<file path="src/hdl/u8d_pkg.sv">
`timescale 1ns / 1ps
// ----------------------------------------------------------------------------
// u8d_pkg
// types, constants and lead byte decode for the utf-8 stream decoder
// ----------------------------------------------------------------------------
package u8d_pkg;

  localparam int CP_W  = 31;
  localparam int LEN_W = 3;

  typedef enum logic [1:0] {
    ST_OK      = 2'd0,
    ST_INVALID = 2'd1,
    ST_TRUNC   = 2'd2
  } status_t;

  // lead byte range starts
  localparam logic [7:0] CONT_BASE  = 8'h80;
  localparam logic [7:0] LEAD2_BASE = 8'hC0;
  localparam logic [7:0] LEAD3_BASE = 8'hE0;
  localparam logic [7:0] LEAD4_BASE = 8'hF0;
  localparam logic [7:0] LEAD5_BASE = 8'hF8;
  localparam logic [7:0] LEAD6_BASE = 8'hFC;
  localparam logic [7:0] BAD_BASE   = 8'hFE;

  // payload masks
  localparam logic [5:0] CONT_MASK  = 6'h3F;
  localparam logic [4:0] LEAD2_MASK = 5'h1F;
  localparam logic [4:0] LEAD3_MASK = 5'h0F;
  localparam logic [4:0] LEAD4_MASK = 5'h07;
  localparam logic [4:0] LEAD5_MASK = 5'h03;
  localparam logic [4:0] LEAD6_MASK = 5'h01;

  typedef struct packed {
    logic [7:0] in_byte;
    logic       last_byte;
  } item_t;

  typedef struct packed {
    logic             multi;
    logic             invalid;
    logic [LEN_W-1:0] len;
    logic [4:0]       val;
  } lead_t;

  function automatic lead_t lead_decode(input logic [7:0] b);
    lead_t r;
    r.multi   = 1'b1;
    r.invalid = 1'b0;
    r.len     = 3'd1;
    r.val     = 5'd0;
    if (b < CONT_BASE) begin
      r.multi = 1'b0;
    end else if (b < LEAD2_BASE) begin
      r.multi   = 1'b0;
      r.invalid = 1'b1;
    end else if (b < LEAD3_BASE) begin
      r.len = 3'd2;
      r.val = b[4:0] & LEAD2_MASK;
    end else if (b < LEAD4_BASE) begin
      r.len = 3'd3;
      r.val = b[4:0] & LEAD3_MASK;
    end else if (b < LEAD5_BASE) begin
      r.len = 3'd4;
      r.val = b[4:0] & LEAD4_MASK;
    end else if (b < LEAD6_BASE) begin
      r.len = 3'd5;
      r.val = b[4:0] & LEAD5_MASK;
    end else if (b < BAD_BASE) begin
      r.len = 3'd6;
      r.val = b[4:0] & LEAD6_MASK;
    end else begin
      r.multi   = 1'b0;
      r.invalid = 1'b1;
    end
    return r;
  endfunction

endpackage

</file>
<file path="src/hdl/u8d_if.sv">
`timescale 1ns / 1ps
// ----------------------------------------------------------------------------
// u8d_if
// byte request channel and code point request channel
// ----------------------------------------------------------------------------
interface u8d_byte_if;
  logic       valid;
  logic       ready;
  logic [7:0] in_byte;
  logic       last_byte;

  modport source (output valid, output in_byte, output last_byte, input ready);
  modport sink   (input valid, input in_byte, input last_byte, output ready);
endinterface

interface u8d_cp_if;
  logic        valid;
  logic        ready;
  logic [30:0] code_point;
  logic [2:0]  seq_length;
  logic [1:0]  status;

  modport source (output valid, output code_point, output seq_length, output status,
                  input ready);
  modport sink   (input valid, input code_point, input seq_length, input status,
                  output ready);
endinterface

</file>
<file path="src/hdl/u8d_in_stage.sv">
`timescale 1ns / 1ps
// ----------------------------------------------------------------------------
// u8d_in_stage
// input register for incoming byte requests
// ----------------------------------------------------------------------------
module u8d_in_stage (
  input  logic           clk,
  input  logic           rst,
  u8d_byte_if.sink       text,
  output logic           item_valid,
  output u8d_pkg::item_t item,
  input  logic           item_take
);
  import u8d_pkg::*;

  logic  valid;
  item_t data;

  assign text.ready = !rst && (!valid || item_take);
  assign item_valid = valid;
  assign item       = data;

  always_ff @(posedge clk) begin
    if (rst) begin
      valid <= 1'b0;
    end else if (text.valid && text.ready) begin
      valid <= 1'b1;
    end else if (item_take) begin
      valid <= 1'b0;
    end
  end

  always_ff @(posedge clk) begin
    if (text.valid && text.ready) begin
      data.in_byte   <= text.in_byte;
      data.last_byte <= text.last_byte;
    end
  end

endmodule

</file>
<file path="src/hdl/u8d_core.sv">
`timescale 1ns / 1ps
// ----------------------------------------------------------------------------
// u8d_core
// sequence state, one-step decode and result register
// ----------------------------------------------------------------------------
module u8d_core (
  input  logic           clk,
  input  logic           rst,
  input  logic           item_valid,
  input  u8d_pkg::item_t item,
  output logic           item_take,
  u8d_cp_if.source       chars
);
  import u8d_pkg::*;

  logic [LEN_W-1:0] owed, owed_next;
  logic [CP_W-1:0]  partial, partial_next;
  logic [LEN_W-1:0] plen, plen_next;

  logic             out_valid;
  logic [CP_W-1:0]  out_cp;
  logic [LEN_W-1:0] out_len;
  status_t          out_st;

  logic             emit;
  logic [CP_W-1:0]  emit_cp;
  logic [LEN_W-1:0] emit_len;
  status_t          emit_st;

  lead_t            lead;
  logic [CP_W-1:0]  shifted;
  logic [LEN_W-1:0] owed_dec;

  assign item_take = item_valid && (!out_valid || chars.ready);

  always_comb begin
    lead         = lead_decode(item.in_byte);
    shifted      = {partial[CP_W-7:0], item.in_byte[5:0] & CONT_MASK};
    owed_dec     = owed - 3'd1;
    emit         = 1'b0;
    emit_cp      = '0;
    emit_len     = '0;
    emit_st      = ST_OK;
    owed_next    = owed;
    partial_next = partial;
    plen_next    = plen;
    if (owed != 3'd0) begin
      // any byte in continuation position only contributes its low six bits
      if (owed_dec == 3'd0) begin
        emit         = 1'b1;
        emit_cp      = shifted;
        emit_len     = plen;
        owed_next    = '0;
        partial_next = '0;
        plen_next    = '0;
      end else if (item.last_byte) begin
        emit         = 1'b1;
        emit_len     = plen;
        emit_st      = ST_TRUNC;
        owed_next    = '0;
        partial_next = '0;
        plen_next    = '0;
      end else begin
        partial_next = shifted;
        owed_next    = owed_dec;
      end
    end else if (!lead.multi) begin
      emit     = 1'b1;
      emit_cp  = {{(CP_W-8){1'b0}}, item.in_byte};
      emit_len = 3'd1;
      emit_st  = lead.invalid ? ST_INVALID : ST_OK;
    end else if (item.last_byte) begin
      emit     = 1'b1;
      emit_len = lead.len;
      emit_st  = ST_TRUNC;
    end else begin
      plen_next    = lead.len;
      owed_next    = lead.len - 3'd1;
      partial_next = {{(CP_W-5){1'b0}}, lead.val};
    end
  end

  always_ff @(posedge clk) begin
    if (rst) begin
      owed    <= '0;
      partial <= '0;
      plen    <= '0;
    end else if (item_take) begin
      owed    <= owed_next;
      partial <= partial_next;
      plen    <= plen_next;
    end
  end

  always_ff @(posedge clk) begin
    if (rst) begin
      out_valid <= 1'b0;
    end else if (item_take && emit) begin
      out_valid <= 1'b1;
    end else if (chars.ready) begin
      out_valid <= 1'b0;
    end
  end

  always_ff @(posedge clk) begin
    if (item_take && emit) begin
      out_cp  <= emit_cp;
      out_len <= emit_len;
      out_st  <= emit_st;
    end
  end

  assign chars.valid      = out_valid;
  assign chars.code_point = out_cp;
  assign chars.seq_length = out_len;
  assign chars.status     = out_st;

endmodule

</file>
<file path="src/hdl/utf8_stream_decoder.sv">
`timescale 1ns / 1ps
// path: an accepted byte request is held in the input register, and its result in the result register
// throughput: one byte per cycle unless the code point side stalls, set by the combinational decode step between
//   the input register and the result register
// reset: rst clears the pending sequence, both valid flags and input ready
// ----------------------------------------------------------------------------
// utf8_stream_decoder
// decodes one to six byte utf-8 forms into code points with status
// ----------------------------------------------------------------------------
module utf8_stream_decoder (
  input  logic     clk,
  input  logic     rst,
  u8d_byte_if.sink text,
  u8d_cp_if.source chars
);
  import u8d_pkg::*;

  logic  item_valid;
  item_t item;
  logic  item_take;

  u8d_in_stage u_in (
    .clk        (clk),
    .rst        (rst),
    .text       (text),
    .item_valid (item_valid),
    .item       (item),
    .item_take  (item_take)
  );

  u8d_core u_core (
    .clk        (clk),
    .rst        (rst),
    .item_valid (item_valid),
    .item       (item),
    .item_take  (item_take),
    .chars      (chars)
  );

endmodule

</file>
<file path="src/flat_wrapper.sv">
// flat-port wrapper written by rule: the top's interface ports become plain ports
module utf8_stream_decoder_flat import u8d_pkg::*;
  (clk, rst, text_valid, text_in_byte, text_last_byte, text_ready, chars_valid, chars_code_point, chars_seq_length, chars_status, chars_ready);
  u8d_byte_if text_i ();
  u8d_cp_if chars_i ();
  input  logic clk;
  input  logic rst;
  input wire logic [$bits(text_i.valid)-1:0] text_valid;
  input wire logic [$bits(text_i.in_byte)-1:0] text_in_byte;
  input wire logic [$bits(text_i.last_byte)-1:0] text_last_byte;
  output wire logic [$bits(text_i.ready)-1:0] text_ready;
  output wire logic [$bits(chars_i.valid)-1:0] chars_valid;
  output wire logic [$bits(chars_i.code_point)-1:0] chars_code_point;
  output wire logic [$bits(chars_i.seq_length)-1:0] chars_seq_length;
  output wire logic [$bits(chars_i.status)-1:0] chars_status;
  input wire logic [$bits(chars_i.ready)-1:0] chars_ready;
  assign text_i.valid = text_valid;
  assign text_i.in_byte = text_in_byte;
  assign text_i.last_byte = text_last_byte;
  assign text_ready = text_i.ready;
  assign chars_valid = chars_i.valid;
  assign chars_code_point = chars_i.code_point;
  assign chars_seq_length = chars_i.seq_length;
  assign chars_status = chars_i.status;
  assign chars_i.ready = chars_ready;
  utf8_stream_decoder u_core (.clk(clk), .rst(rst), .text(text_i), .chars(chars_i));
endmodule
</file>
<file path="config.mk">
export PLATFORM = sky130hd
export DESIGN_NAME = utf8_stream_decoder_flat
export DESIGN_NICKNAME = d
export VERILOG_FILES = /design/src/hdl/u8d_pkg.sv /design/src/hdl/u8d_if.sv /design/src/hdl/u8d_in_stage.sv /design/src/hdl/u8d_core.sv /design/src/hdl/utf8_stream_decoder.sv /design/src/flat_wrapper.sv
export SDC_FILE = /design/constraint.sdc
export NUM_CORES = 1
export LEC_CHECK = 0
export BUFFER_PORTS_ARGS = -buffer_cell sky130_fd_sc_hd__buf_2
export CAP_MARGIN = 0
export CORE_ASPECT_RATIO = 0.6
export CORE_MARGIN = 3
export CORE_UTILIZATION = 40
export CTS_CLUSTER_SIZE = 30
export DETAILED_ROUTE_END_ITERATION = 6
export GPL_TIMING_DRIVEN = 0
export MAX_ROUTING_LAYER = met4
export PLACE_DENSITY = 0.64
export REMOVE_ABC_BUFFERS = 1
export SYNTH_ARGS = -nofsm -noshare
export SYNTH_HDL_FRONTEND = slang
export SYNTH_SLANG_ARGS = --single-unit
</file>
<file path="constraint.sdc">
create_clock -name clk -period 5.38 [get_ports clk]
set_clock_uncertainty 0.1 [all_clocks]
set_input_delay 0.269 -clock clk [delete_from_list [all_inputs] [get_ports clk]]
set_output_delay 0.269 -clock clk [all_outputs]
set_load 0.05 [all_outputs]
</file>
==> impl_metrics.toml, run 1 <==
[floorplan]
die_y_um = 75.0
rows = 24
die_width_um = 121
floorplan.io_pins = 51
floorplan.initialDensity_pct = 42.5
dieArea_um2 = 9090
placeableCoreArea_um2 = 7480

[worst_setup_path]
cp.required_ps = 5320
crit_path_end_kind = "flip-flop"
critical_path.startpoint_type = "flip-flop"
critical_path_peak_fanout = 21
timing.critical_path.slowest_cell_delay_ps = 630
crit_path_cell_trace = "inv_1 > ha_1 > nand2_1 > a31oi_1 > nor2_1 > a21oi_4 > buf_16"
cp.arrival_ps = 3030
criticalPathCategory = "flip-flop to flip-flop"
library_cell_contributing_the_largest_single_delay_on_the_critical_path = "a21oi_4"
regToRegSetupSlack_ps = 2290

[synthesis]
synthCells = 285
synthTopCellsByArea = "edfxtp_1 (43%), dfxtp_1 (21%), a21oi_1 (6.5%), and2_1 (4.9%), nand2_1 (3.8%)"
ys_seq_elements = 78
yosys_warnings = 0
synth_top_cell_area_share_pct = 42.5
synth_enable_flop_cells = 45
yosysTopAreaCell = "edfxtp_1"
synth.yosys.seq_area_share_pct = 63.3
fraction_of_synthesis_flops_using_an_asynchronous_set_or_reset_pin_pct = 0
syn-mean-instance-area_um2 = 11.2
synth-main-ff-cell = "edfxtp_1"
synth.lib_cells_used.distinct = 38
syn_area_um2 = 3180

[clock_tree]
tritoncts_clock_tree = "done"
cts_htree_levels = 3
cts_buffers = 9
max-clock-path-buffers = 2
cts_repair_resize_count = 0
numClockSinks = 78
clk_transition_reported_paths_ps = 60
cts_root_buf = "clkbuf_16"
cts_hold_repair.buffers = 6
clkLatencyLatePin_ps = 330
cts_post_setup_buffers_inserted = 0

[final_layout]
layout.nets = 354
mostFrequentLayoutCell = "buf_2"
n_antenna_cell = 0
layout-area-overhead-vs-synth_pct = 23.4
n_fill_cell = 678
layout-drive-gt1-share_pct = 21.6
final_core_utilization_pct = 52.5
mostFrequentLayoutCells = "buf_2 (50), edfxtp_1 (45), a21oi_1 (40), dfxtp_1 (33), nand2_1 (32)"

[power_and_ir_drop]
max-vdd-ir-drop_mv = 0.212
totalPowerFinal_w = 0.00142
power-per-cell-area_nw_per_um2 = 361
p_leak_nw = 1.42

[global_route]
via_count_of_the_first_global_routing_pass = 1963
antenna_violations_before_repair = 0
global_route.overflow_total = 0
track_usage_pct = 15.9
grt_max_degree = 36
wire_length_of_the_first_global_routing_pass_um = 10400

[timing]
timing.final.hold_violations = 0
achievable-frequency_mhz = 324
tightestPinTransition_ps = 1250
timing.final.crit_period_ps = 3090
final_max_slew_viol_count = 0
report.final.setup_viol = 0
max_slew_margin_pct = 16.9
finalCritPeriodShare_pct = 57.4
grt_setup_unrepaired = "no"

[route]
drt-initial-drc-count = 213
route.final.wire_length_um = 6610
num_vias = 2292
vias_per_cell = 5.14
wl_per_cell_um = 14.8
post-route-drc-count = 0
detail_route.first_pass.iterations = 5
antenna_violating_nets_post_route = 0

[flow_run]
maxCapViolations = 0

[placement]
global_placer_s_final_weighted_congestion = 0.863
numPortBuffers = 50
detailed_place_hpwl_um = 4200

[hold_path]
min_path_type = "input port to flip-flop"

[run_status]
result_of_the_run = "finished, final reports clean"
[state kept, by name, summed over array words and instances, names as in the netlist]
name and count:
u_core.u_in.item 9, u_core.u_core.chars.status 2, u_core.u_core.plen 3, u_core.u_in.item_valid 1
u_core.u_core.chars.seq_length 3, u_core.u_core.chars.code_point 31, u_core.u_core.partial 25, u_core.u_core.owed 3
u_core.u_core.chars.valid 1
[metrics by stage]
step	area (um2)	setup WS, ps	hold slack (ps)	setup TNS [ps]	cells
2_1_floorplan	3080	1160	238	0	267
3_3_place_gp	3460	-612	335	-21930	421
3_5_place_dp	3550	2290	340	0	424
4_1_cts	3920	2300	6.82	0	446
5_1_grt	3920	2080	1.55	0	446
6_report	3920	2290	19.1	0	446
[cell type report]
cell class | count | area, um2 | share of cell area [%]
repair buffers | 59 | 380 | 9.70
multi-input cells | 181 | 1050 | 26.9
inverters | 8 | 30.0 | 0.766
clock buffers | 10 | 229 | 5.84
well taps | 104 | 130 | 3.32
flip-flops and latches | 78 | 2010 | 51.3
clock inverters | 6 | 86.3 | 2.20
[worst max-delay path: cells and delay by family, from the launching register on]
kind / cells / cell delay, ps
simple gates: 2 / 560
fa+ha+maj: 1 / 230
buf+inv: 2 / 340
compound gates: 2 / 1220
flops: 1 / 320
[logic make-up (layout without fill, tap and decap cells)]
logic type	Yosys count	count (layout)	share of synthesized area, %
AO/OA/AOI/OAI	67	67	13.1
flip-flops	78	78	63.3
buffers and inverters	26	83	4.06
adder cells (fa/ha/maj)	4	4	1.57
XOR/XNOR	1	1	0.276
AND/OR/NAND/NOR	109	109	17.7
[metal layers]
metal  wire, um  vias up  part of all wire (%)  GRT usage (%)
met4         91        0                   1.4           6.16
met1       3320     1077                    50           22.3
met5          0        -                     0              -
li1           -     1114                     -              -
met2       2690       89                    41           20.3
met3        512       12                   7.7           6.31
[path summary, 6_finish.rpt]
path | startpoint | endpoint | depth (start not counted)
setup / recovery | u_core.u_core.owed[0]$_SDFFE_PP0P_ | u_core.u_core.chars.code_point[14]$_SDFFCE_PN0P_ | 7
hold / removal | text_in_byte[3] | u_core.u_in.item[4]$_DFFE_PP_ | 1
setup reg to reg | u_core.u_core.owed[0]$_SDFFE_PP0P_ | u_core.u_core.chars.code_point[14]$_SDFFCE_PN0P_ | 7
hold reg to reg | u_core.u_core.partial[24]$_SDFFE_PP0P_ | u_core.u_core.partial[24]$_SDFFE_PP0P_ | 2
[Yosys cell counts (2+ instances only)]
library cell and number:
nor3_1 2, o21ai_0 6, buf_6 3, edfxtp_1 45, clkbuf_1 10, nor2_1 9, a31oi_1 2, a22o_1 2
nand2b_1 4, ha_1 4, and2_1 25, inv_1 8, a21oi_1 41, nand2_1 32, nor2b_1 9, o31ai_1 2
a211oi_1 2, nand3_1 21, buf_2 4, o211ai_1 4, dfxtp_1 33
[power breakdown]
group          internal, W  total [W]  switching, W
Sequential        0.000650   0.000658    0.00000846
Clock             0.000405   0.000637      0.000232
Combinational    0.0000309   0.000121     0.0000899
Total              0.00109    0.00142      0.000330
No activity file was read; power rests on OpenSTA's default activity.
==> run 2: changes to the inputs <==
--- a/config.mk
+++ b/config.mk
@@ -14,7 +14,7 @@
 export DETAILED_ROUTE_END_ITERATION = 6
 export GPL_TIMING_DRIVEN = 0
 export MAX_ROUTING_LAYER = met4
-export PLACE_DENSITY = 0.64
+export PLACE_DENSITY = 0.66
 export REMOVE_ABC_BUFFERS = 1
 export SYNTH_ARGS = -nofsm -noshare
 export SYNTH_HDL_FRONTEND = slang
==> constraint.sdc (replaced) <==
create_clock -name clk -period 2.64 [get_ports clk]
set_clock_uncertainty 0.1 [all_clocks]
set_input_delay 0.132 -clock clk [delete_from_list [all_inputs] [get_ports clk]]
set_output_delay 0.132 -clock clk [all_outputs]
set_load 0.05 [all_outputs]
==> run 2 against run 1 <==
Effect of this change: first-iteration DRC count shrank 12%; final cell count increased by 1.6%; flip-flop and latch count did not move; wire length increased by 1.5%; register-to-register slack lost 2100 ps.
==> impl_metrics.toml, run 2 (synthesis results as in run 1) <==
[timing]
tightestPinTransition_ps = 755
timing.final.crit_period_ps = 2450
max_slew_margin_pct = 49.7
report.final.setup_viol = 0
achievable-frequency_mhz = 408
final_max_slew_viol_count = 0
finalCritPeriodShare_pct = 92.7
grt_setup_unrepaired = "yes"
timing.final.hold_violations = 0

[placement]
global_placer_s_final_weighted_congestion = 0.858
placed_cells_incl_taps = 424
detailed_place_hpwl_um = 4140
numPortBuffers = 50

[route]
antenna_violating_nets_post_route = 0
drt-initial-drc-count = 188
num_vias = 2295
post-route-drc-count = 0
vias_per_cell = 5.07
wl_per_cell_um = 14.8
detail_route.first_pass.iterations = 4
route.final.wire_length_um = 6710

[worst_setup_path]
cp.arrival_ps = 2590
critical_path.startpoint_type = "flip-flop"
timing.rr.start = "u_core.u_core.owed[0]$_SDFFE_PP0P_"
cp.required_ps = 2790
ff2ff_path_depth = 7
crit_path_end_kind = "flip-flop"
regToRegSetupSlack_ps = 190
rr_endpoint = "u_core.u_core.owed[1]$_SDFFE_PP0P_"
critical_path_peak_fanout = 14
criticalPathCategory = "flip-flop to flip-flop"

[final_layout]
final_core_utilization_pct = 53.7
n_antenna_cell = 0
largest_reg_flops = 31
layout-area-overhead-vs-synth_pct = 26.4
layout-drive-gt1-share_pct = 22.6
mostFrequentLayoutCell = "buf_2"
mostFrequentLayoutCells = "buf_2 (50), edfxtp_1 (45), a21oi_1 (40), dfxtp_1 (33), nand2_1 (32)"
final-instance-count-excl-fill = 453
n_fill_cell = 665
layout.nets = 361

[floorplan]
rows = 24
die_y_um = 75.0
floorplan.initialDensity_pct = 42.5
dieArea_um2 = 9090
die_width_um = 121
floorplan.io_pins = 51
placeableCoreArea_um2 = 7480

[hold_path]
worstHoldStart = "chars_ready"
min_path_type = "input port to flip-flop"
holdPathStages = 3
hold-path-endpoint = "u_core.u_core.chars.valid$_SDFFE_PP0P_"

[global_route]
track_usage_pct = 16.4
grt_max_degree = 36
global_route.overflow_total = 0
antenna_violations_before_repair = 0
via_count_of_the_first_global_routing_pass = 2095
wire_length_of_the_first_global_routing_pass_um = 10700

[clock_tree]
cts_root_buf = "clkbuf_16"
cts_buffers = 9
clkLatencyLatePin_ps = 330
max-clock-path-buffers = 2
numClockSinks = 78
tritoncts_clock_tree = "done"
clk_transition_reported_paths_ps = 60
cts_htree_levels = 3

[power_and_ir_drop]
max-vdd-ir-drop_mv = 0.607
power-per-cell-area_nw_per_um2 = 722
totalPowerFinal_w = 0.00290
p_leak_nw = 1.45

[flow_run]
maxCapViolations = 0

[run_status]
result_of_the_run = "finished, final reports clean"
-- run 2: how the worst max path moves through the flow --
stage | start | end | slack (ps) | cells past startpoint
after CTS | u_core.u_core.owed[0]$_SDFFE_PP0P_ | u_core.u_core.chars.code_point[25]$_SDFFCE_PN0P_ | 110 | 8
final | u_core.u_core.owed[0]$_SDFFE_PP0P_ | u_core.u_core.owed[1]$_SDFFE_PP0P_ | 190 | 7
after floorplan | u_core.u_core.owed[0]$_SDFFE_PP0P_ | u_core.u_core.chars.code_point[0]$_DFFE_PP_ | -1580 | 7
after detailed placement | u_core.u_core.owed[0]$_SDFFE_PP0P_ | u_core.u_core.chars.code_point[25]$_SDFFCE_PN0P_ | -420 | 7
after global placement | u_core.u_core.owed[0]$_SDFFE_PP0P_ | u_core.u_core.chars.code_point[24]$_SDFFCE_PN0P_ | -3300 | 7
after global routing | u_core.u_core.owed[0]$_SDFFE_PP0P_ | u_core.u_core.owed[1]$_SDFFE_PP0P_ | -20 | 7
-- run 2: worst max-delay path, cell delays in order, from the launching register on --
cell      delay [ps]
dfxtp_1          320
inv_1            100
ha_1             420
nand2b_1         160
a21oi_1          170
a311oi_4         670
a211oi_1         170
a211oi_1         230
-- run 2: where the power goes --
group	total, W	internal (W)	switching (W)
registers	0.00134	0.00132	0.0000186
clock network	0.00130	0.000831	0.000467
logic	0.000261	0.0000723	0.000188
-- run 2: through the flow --
step                hold slack, ps  cell area, um2  TNS, ps  setup slack, ps
finish                        18.0            4020        0              192
global route                  64.9            4020    -16.8            -16.8
CTS                           1.64            4000        0              110
detailed placement             210            3530   -12650             -424
global placement               208            3460  -135950            -3300
floorplan                      101            3080   -56780            -1580
-- run 2: area by class of cell --
type	instances	area [um2]	share of cell area (%)
timing repair buffer	65	435	10.8
multi-input combinational	182	1090	27.3
tap	104	130	3.24
clock buffer	11	233	5.79
sequential	78	2010	50.1
inverter	8	30.0	0.747
clock inverter	5	82.6	2.06
-- run 2: per-layer routing --
metal  GRT usage (%)  vias to the layer above  share of wire [%]
li1                -                     1134                  -
met1            22.8                     1065                 51
met2            22.3                       88                 41
met3            6.08                        8                7.7
met4            4.52                        0               0.97
met5               -                        -                  0
-- run 2: what timing repair did --
| action | CTS | global route |
|---|---|---|
| cloned | 1 | 0 |
| hold buffers | 10 | 0 |
| gates resized for setup | 1 | 3 |
| setup buffers | 2 | 0 |
| setup endpoints to repair | 40 | 49 |
| endpoints found under the hold margin | 10 | 0 |
| pin swaps | 2 | 0 |
